==> src/rtl/core/assert_macros.svh <==
// assertion macros shared by the stack rtl
`ifndef ASSERT_MACROS_SVH
`define ASSERT_MACROS_SVH

`ifndef SYNTHESIS
// property must hold at every rising clock edge out of reset
`define SWDV_ASSERT(lbl, clk, rstn, prop, msg) \
  lbl: assert property (@(posedge clk) disable iff (!rstn) prop) else $error(msg);
// condition must never be seen out of reset
`define SWDV_NEVER(lbl, clk, rstn, cond, msg) \
  lbl: assert property (@(posedge clk) disable iff (!rstn) !(cond)) else $error(msg);
`else
`define SWDV_ASSERT(lbl, clk, rstn, prop, msg)
`define SWDV_NEVER(lbl, clk, rstn, cond, msg)
`endif

`endif

==> src/rtl/core/swdv_pkg.sv <==
// shared widths, codes and types of the stack with delete-by-value
`default_nettype none

package swdv_pkg;

  localparam int DATA_W     = 32;
  localparam int OP_W       = 2;
  localparam int ST_W       = 2;
  localparam int CNT_OUT_W  = 7;
  localparam int DEPTH_DEF  = 64;

  // operation codes
  localparam logic [OP_W-1:0] OP_PUSH   = 2'd0;
  localparam logic [OP_W-1:0] OP_POP    = 2'd1;
  localparam logic [OP_W-1:0] OP_PEEK   = 2'd2;
  localparam logic [OP_W-1:0] OP_DELETE = 2'd3;

  // status codes
  localparam logic [ST_W-1:0] ST_OK        = 2'd0;
  localparam logic [ST_W-1:0] ST_EMPTY     = 2'd1;
  localparam logic [ST_W-1:0] ST_FULL      = 2'd2;
  localparam logic [ST_W-1:0] ST_NOT_FOUND = 2'd3;

  // one finished result
  typedef struct packed {
    logic signed [DATA_W-1:0] read_value;
    logic [ST_W-1:0]          status;
    logic                     is_empty;
    logic [CNT_OUT_W-1:0]     entry_count;
  } swdv_res_t;

  // sequencer status toward the handshake logic
  typedef struct packed {
    logic ready;
    logic done;
  } swdv_stat_t;

endpackage

`default_nettype wire

==> src/rtl/core/swdv_ctrl.sv <==
// entry memory, shared compare unit and operation sequencer
`default_nettype none

module swdv_ctrl #(
  parameter int DEPTH = swdv_pkg::DEPTH_DEF
) (
  input  logic                               clk,
  input  logic                               rst_n,
  input  logic                               start,
  input  logic [swdv_pkg::OP_W-1:0]          op,
  input  logic signed [swdv_pkg::DATA_W-1:0] value,
  input  logic                               res_take,
  output swdv_pkg::swdv_stat_t               stat,
  output swdv_pkg::swdv_res_t                res
);
  import swdv_pkg::*;

  localparam int AW    = $clog2(DEPTH);
  localparam int CW    = $clog2(DEPTH + 1);
  localparam int EXT_W = (CW > CNT_OUT_W) ? CW : CNT_OUT_W;

  // sequencer states
  localparam logic [2:0] S_IDLE = 3'd0;
  localparam logic [2:0] S_EXEC = 3'd1;
  localparam logic [2:0] S_RD   = 3'd2;
  localparam logic [2:0] S_SCMP = 3'd3;
  localparam logic [2:0] S_SHW  = 3'd4;
  localparam logic [2:0] S_DONE = 3'd5;

  logic [2:0]               state_r, state_nxt;
  logic [CW-1:0]            cnt_r, cnt_nxt;
  logic [AW-1:0]            idx_r, idx_nxt;
  logic [OP_W-1:0]          op_r, op_nxt;
  logic signed [DATA_W-1:0] val_r, val_nxt;
  logic signed [DATA_W-1:0] rdv_r, rdv_nxt;
  logic [ST_W-1:0]          st_r, st_nxt;

  logic signed [DATA_W-1:0] mem [DEPTH];
  logic signed [DATA_W-1:0] rd_data_r;
  logic [AW-1:0]            rd_addr;
  logic                     wr_en;
  logic [AW-1:0]            wr_addr;
  logic signed [DATA_W-1:0] wr_data;

  logic [AW-1:0]            top_idx;
  logic [AW-1:0]            idx_inc;
  logic                     full;
  logic                     empty;
  logic                     match;
  logic [EXT_W-1:0]         cnt_ext;

  assign top_idx = AW'(cnt_r - 1'b1);
  assign idx_inc = idx_r + 1'b1;
  assign full    = (cnt_r == CW'(DEPTH));
  assign empty   = (cnt_r == '0);
  // shared compare unit
  assign match   = (rd_data_r == val_r);
  assign cnt_ext = EXT_W'(cnt_r);

  // entry memory, one write and one registered read port
  always_ff @(posedge clk) begin
    if (wr_en) begin
      mem[wr_addr] <= wr_data;
    end
    rd_data_r <= mem[rd_addr];
  end

  // sequencer next state
  always_comb begin
    state_nxt = state_r;
    cnt_nxt   = cnt_r;
    idx_nxt   = idx_r;
    op_nxt    = op_r;
    val_nxt   = val_r;
    rdv_nxt   = rdv_r;
    st_nxt    = st_r;
    rd_addr   = idx_r;
    wr_en     = 1'b0;
    wr_addr   = idx_r;
    wr_data   = val_r;
    case (state_r)
      S_IDLE: begin
        if (start) begin
          op_nxt    = op;
          val_nxt   = value;
          rdv_nxt   = '0;
          st_nxt    = ST_OK;
          state_nxt = S_EXEC;
        end
      end
      S_EXEC: begin
        case (op_r)
          OP_PUSH: begin
            if (full) begin
              st_nxt = ST_FULL;
            end else begin
              wr_en   = 1'b1;
              wr_addr = AW'(cnt_r);
              wr_data = val_r;
              cnt_nxt = cnt_r + 1'b1;
            end
            state_nxt = S_DONE;
          end
          OP_POP, OP_PEEK: begin
            if (empty) begin
              st_nxt    = ST_EMPTY;
              rdv_nxt   = (op_r == OP_PEEK) ? '1 : '0;
              state_nxt = S_DONE;
            end else begin
              rd_addr   = top_idx;
              state_nxt = S_RD;
            end
          end
          default: begin
            if (empty) begin
              st_nxt    = ST_EMPTY;
              state_nxt = S_DONE;
            end else begin
              idx_nxt   = top_idx;
              rd_addr   = top_idx;
              state_nxt = S_SCMP;
            end
          end
        endcase
      end
      // top entry arrives for pop or peek
      S_RD: begin
        rdv_nxt = rd_data_r;
        if (op_r == OP_POP) begin
          cnt_nxt = cnt_r - 1'b1;
        end
        state_nxt = S_DONE;
      end
      // search downward, one entry per cycle
      S_SCMP: begin
        if (match) begin
          if (idx_r == top_idx) begin
            cnt_nxt   = cnt_r - 1'b1;
            state_nxt = S_DONE;
          end else begin
            rd_addr   = idx_inc;
            state_nxt = S_SHW;
          end
        end else if (idx_r == '0) begin
          st_nxt    = ST_NOT_FOUND;
          state_nxt = S_DONE;
        end else begin
          idx_nxt = idx_r - 1'b1;
          rd_addr = idx_r - 1'b1;
        end
      end
      // close the gap, one entry moved down per cycle
      S_SHW: begin
        wr_en   = 1'b1;
        wr_addr = idx_r;
        wr_data = rd_data_r;
        idx_nxt = idx_inc;
        if (idx_inc == top_idx) begin
          cnt_nxt   = cnt_r - 1'b1;
          state_nxt = S_DONE;
        end else begin
          rd_addr = idx_inc + 1'b1;
        end
      end
      S_DONE: begin
        if (res_take) begin
          state_nxt = S_IDLE;
        end
      end
      default: begin
        state_nxt = S_IDLE;
      end
    endcase
  end

  // control registers
  always_ff @(posedge clk) begin
    if (!rst_n) begin
      state_r <= S_IDLE;
      cnt_r   <= '0;
    end else begin
      state_r <= state_nxt;
      cnt_r   <= cnt_nxt;
    end
  end

  // transaction payload registers
  always_ff @(posedge clk) begin
    idx_r <= idx_nxt;
    op_r  <= op_nxt;
    val_r <= val_nxt;
    rdv_r <= rdv_nxt;
    st_r  <= st_nxt;
  end

  // status and result toward the handshake logic
  assign stat.ready       = (state_r == S_IDLE);
  assign stat.done        = (state_r == S_DONE);
  assign res.read_value   = rdv_r;
  assign res.status       = st_r;
  assign res.is_empty     = empty;
  assign res.entry_count  = cnt_ext[CNT_OUT_W-1:0];

  `include "assert_macros.svh"

  `SWDV_ASSERT(a_start_idle, clk, rst_n, start |-> (state_r == S_IDLE), "start while busy")
  `SWDV_NEVER(a_cnt_range, clk, rst_n, cnt_r > CW'(DEPTH), "entry count beyond depth")
  `SWDV_ASSERT(a_push_cnt, clk, rst_n, (state_r == S_EXEC && op_r == OP_PUSH && !full) |=> (cnt_r == $past(cnt_r) + 1'b1), "push did not grow count")
  `SWDV_ASSERT(a_shift_range, clk, rst_n, (state_r == S_SHW) |-> (CW'(idx_r) + 1'b1 < cnt_r), "shift beyond top")

endmodule

`default_nettype wire

==> src/rtl/core/stack_with_delete_by_value.sv <==
// stack with delete-by-value: a push passes through the EXEC state, a pop or peek through EXEC
// and RD, before DONE; delete scans from the top one entry per cycle through one compare unit,
// then moves entries down one per cycle over the single memory write port
// one transaction at a time; in_stall stays high until the result is registered
// synchronous active-low reset empties the stack; entry memory is not cleared
`default_nettype none

module stack_with_delete_by_value #(
  parameter int DEPTH = swdv_pkg::DEPTH_DEF
) (
  input  logic                                  clk,
  input  logic                                  rst_n,
  input  logic                                  in_valid,
  output logic                                  in_stall,
  input  logic [swdv_pkg::OP_W-1:0]             in_opcode,
  input  logic signed [swdv_pkg::DATA_W-1:0]    in_value,
  output logic                                  out_valid,
  input  logic                                  out_stall,
  output logic signed [swdv_pkg::DATA_W-1:0]    out_read_value,
  output logic [swdv_pkg::ST_W-1:0]             out_status,
  output logic                                  out_is_empty,
  output logic [swdv_pkg::CNT_OUT_W-1:0]        out_entry_count
);
  import swdv_pkg::*;

  swdv_stat_t stat;
  swdv_res_t  res;
  swdv_res_t  out_res_r;
  logic       out_valid_r;
  logic       start;
  logic       res_take;

  // input transaction handshake
  assign in_stall = !stat.ready;
  assign start    = in_valid && stat.ready;

  swdv_ctrl #(
    .DEPTH (DEPTH)
  ) u_ctrl (
    .clk      (clk),
    .rst_n    (rst_n),
    .start    (start),
    .op       (in_opcode),
    .value    (in_value),
    .res_take (res_take),
    .stat     (stat),
    .res      (res)
  );

  // output register takes a result once it is free or draining
  assign res_take = stat.done && (!out_valid_r || !out_stall);

  always_ff @(posedge clk) begin
    if (!rst_n) begin
      out_valid_r <= 1'b0;
    end else if (res_take) begin
      out_valid_r <= 1'b1;
    end else if (!out_stall) begin
      out_valid_r <= 1'b0;
    end
  end

  always_ff @(posedge clk) begin
    if (res_take) begin
      out_res_r <= res;
    end
  end

  assign out_valid       = out_valid_r;
  assign out_read_value  = out_res_r.read_value;
  assign out_status      = out_res_r.status;
  assign out_is_empty    = out_res_r.is_empty;
  assign out_entry_count = out_res_r.entry_count;

endmodule

`default_nettype wire

==> config.mk <==
export PLATFORM = sky130hd
export DESIGN_NAME = stack_with_delete_by_value
export DESIGN_NICKNAME = d
export VERILOG_FILES = /design/src/rtl/core/swdv_pkg.sv /design/src/rtl/core/swdv_ctrl.sv /design/src/rtl/core/stack_with_delete_by_value.sv
export VERILOG_INCLUDE_DIRS = /design/src /design/src/rtl/core
export SDC_FILE = /design/constraint.sdc
export NUM_CORES = 2
export LEC_CHECK = 0
export BUFFER_PORTS_ARGS = -buffer_cell sky130_fd_sc_hd__buf_2
export CORE_MARGIN = 4
export CORE_UTILIZATION = 60
export CTS_CLUSTER_SIZE = 25
export DETAILED_ROUTE_END_ITERATION = 16
export GPL_TIMING_DRIVEN = 1
export PLACE_DENSITY_LB_ADDON = 0.1
export SYNTH_ARGS = -nofsm -noshare
export SYNTH_HDL_FRONTEND = slang
export SYNTH_SLANG_ARGS = --single-unit
==> constraint.sdc <==
create_clock -name clk -period 8 [get_ports clk]
set_input_delay 1.6 -clock clk [delete_from_list [all_inputs] [get_ports clk]]
set_output_delay 1.6 -clock clk [all_outputs]
set_load 0.02 [all_outputs]
==> results.sh <==
export IMPL_ant_nets=0
export IMPL_via_per_inst=6.46
export IMPL_yosysWarnings=0
export IMPL_crit_path_start_kind="flop"
export IMPL_maxSlewHeadroom_pct=7.97
export IMPL_cp_slowest_cell="a211oi_1"
export IMPL_cts_tree="done"
export IMPL_via_count=56450
export IMPL_path_cells="inv_1, ha_1, xor2_1, nor2_1, o2111ai_1, or2_1, nand2_1, o221ai_1, and3b_1, nand3_1, buf_4, a31oi_1, a211oi_1, and3_1"
export IMPL_syn_cell_area_sq_mm=0.0885
export IMPL_clkSlewWorstSetupHoldPaths_ps=60
export IMPL_grt_start_max_net_pins=141
export IMPL_fin_crit_sh_pct=82.0
export IMPL_yosysTopAreaCell="edfxtp_1"
export IMPL_crit_type="flop to flop"
export IMPL_syn2layout_area_growth_pct=11.5
export IMPL_final_common_cell="edfxtp_1"
export IMPL_syn_nets=6620
export IMPL_maxSlewViolCount=0
export IMPL_setup_viol=0
export IMPL_dpl_hpwl_um=147000
export IMPL_post_cts_buffers=0
export IMPL_yosysSeqAreaShare_pct=74.4
export IMPL_critical_path_arrival_ps=7360
export IMPL_fin_setup_tns_ps=0
export IMPL_cts_root_buf="clkbuf_16"
export IMPL_cts_buffers_inserted=214
export IMPL_htreeDepth=4
export IMPL_yosysUniqueCellTypes=74
export IMPL_groute_usage_overall_pct=33.7
export IMPL_start_util_pct=60.6
export IMPL_layout_common_cells="edfxtp_1 (2,164), nand2_1 (1,899), nand3_1 (695)"
export IMPL_synthTopCellsByArea="edfxtp_1 (73%), nand2_1 (8.2%), nand3_1 (3.9%)"
export IMPL_synth_top_area_share_pct=73.4
export IMPL_rows=140
export IMPL_avgSynthCellArea_sq_um=13.5
export IMPL_status="finished, final reports clean"
export IMPL_crit_path_end_kind="flop"
export IMPL_layout_drive_gt1_share_pct=10.7
export IMPL_ys_seq_elements=2207
export IMPL_wl_per_cell_um=29.8
export IMPL_worst_pin_slew_ps=1370
export IMPL_cts_resized_gates=0
export IMPL_grt_antenna_before_repair=13
export IMPL_max_stage_delay_ps=1170
export IMPL_ys_flop_type="edfxtp_1"
export IMPL_core_sq_mm=0.146
export IMPL_clockBufferDepth=3
export IMPL_rsz0062_at_grt="false"
export IMPL_cts_hold_fix_buffers=0
export IMPL_first_global_vias=53018
export IMPL_fin_crit_ps=6560
export IMPL_fin_worst_skew_ps=40.0
export IMPL_grt_pass1_wl_um=371000
export IMPL_grt_overflow_total=0
export IMPL_gp_congestion=0.943
export IMPL_io_buffers=81
export IMPL_cap_violations=0
export IMPL_pin_count=82
export IMPL_drc=0
export IMPL_synth_edf_count=2164
export IMPL_drt_iter0_drc=7513
export IMPL_hold_class="flop to flop"
export IMPL_fmaxAchievable_mhz=152
export IMPL_cp_required_ps=8800
export IMPL_nets=6683
export IMPL_ys_async_sr_fraction_pct=0
export IMPL_clock_sinks=2207
export IMPL_fp_dieH_um=392
export IMPL_syn_inst=6571
export IMPL_crit_fanout=17
export IMPL_wirelength_um=260000
export IMPL_clock_latency_ps=860
export IMPL_dieArea_sq_mm=0.154
export IMPL_hold_viol=0
export IMPL_die_x_um=392
export IMPL_drtPass1Iterations=6
[cell type report]
type / instances / area, sq um
clock buffers: 273 / 5700
fillers: 10080 / 47400
flip-flops and latches: 2207 / 65800
multi-input cells: 3922 / 21400
diodes: 6 / 15.0
repair buffers: 277 / 2190
inverters: 12 / 45.0
clock inverters: 118 / 1100
well taps: 1917 / 2400
[flip-flops by register name (all words and copies together), names as in the netlist, 6 cells and up]
| signal | count |
|---|---|
| out_read_value | 32 |
| u_ctrl.rdv_r | 32 |
| u_ctrl.mem | 2048 |
| u_ctrl.rd_data_r | 32 |
| u_ctrl.cnt_ext | 7 |
| out_entry_count | 7 |
| u_ctrl.val_r | 32 |
| u_ctrl.idx_r | 6 |
[metrics by stage]
| step | std cells | hold slack, ps | setup slack, ps | util (%) | instance area, sq um |
|---|---|---|---|---|---|
| 6_report | 8732 | 417 | 1440 | 67.5 | 98700 |
| 5_1_grt | 8730 | 427 | 1400 | 67.5 | 98700 |
| 4_1_cts | 8726 | 416 | 1780 | 67.5 | 98600 |
| 3_5_place_dp | 8335 | 405 | 1770 | 62.9 | 91800 |
| 3_3_place_gp | 8333 | 400 | 1430 | 62.8 | 91800 |
| 2_1_floorplan | 6571 | 400 | 3860 | - | 88500 |
[worst max-delay path: cells and delay by family (launching register included)]
family                   cells  cell delay (ps)
flip-flops                   1              620
AND/OR/NAND/NOR              6             2280
adder cells (fa/ha/maj)      1              280
XOR/XNOR                     1              500
buffers and inverters        2              630
AO/OA/AOI/OAI                4             2180
[cells by family after synthesis]
logic type               count (synthesis)  synth area share [%]
multiplexers                           226                  2.56
AND/OR/NAND/NOR                       3008                  14.6
flip-flops                            2207                  74.4
AO/OA/AOI/OAI                          614                  5.40
adder cells (fa/ha/maj)                 11                 0.156
buffers and inverters                  442                  2.26
XOR/XNOR                                63                 0.655
[worst paths after layout]
check                    start  slack (ps)                   to  cells after the start
max          u_ctrl.cnt_ext[0]        1440  u_ctrl.rd_data_r[6]                     14
min            u_ctrl.rdv_r[5]         420    out_read_value[5]                      0
max reg2reg  u_ctrl.cnt_ext[0]        1440  u_ctrl.rd_data_r[6]                     14
min reg2reg    u_ctrl.rdv_r[5]         420    out_read_value[5]                      0
[metal layers]
metal	routed length [um]	GRT usage (%)
met5	107	0.478
met4	13800	16.3
met3	30400	7.92
met2	116000	50.2
met1	99300	47.3
[cell usage after synthesis, drive strengths merged (9+ instances only)]
| cell type | number |
|---|---|
| a32oi | 33 |
| xor2 | 41 |
| nand4 | 11 |
| o21ai | 23 |
| clkbuf | 198 |
| a221oi | 35 |
| nand3 | 695 |
| nor4 | 9 |
| nor3 | 19 |
| ha | 11 |
| inv | 12 |
| a31oi | 161 |
| dfxtp | 43 |
| buf | 232 |
| a211oi | 33 |
| and3 | 192 |
| a311oi | 62 |
| a21o | 35 |
| nor2 | 114 |
| a311o | 63 |
| a32o | 31 |
| mux2i | 226 |
| edfxtp | 2164 |
| nand2 | 1932 |
| xnor2 | 20 |
| a21oi | 87 |
Power is not shown: default switching activity piles up to over one toggle a cycle in this logic, so the estimate is an artifact.
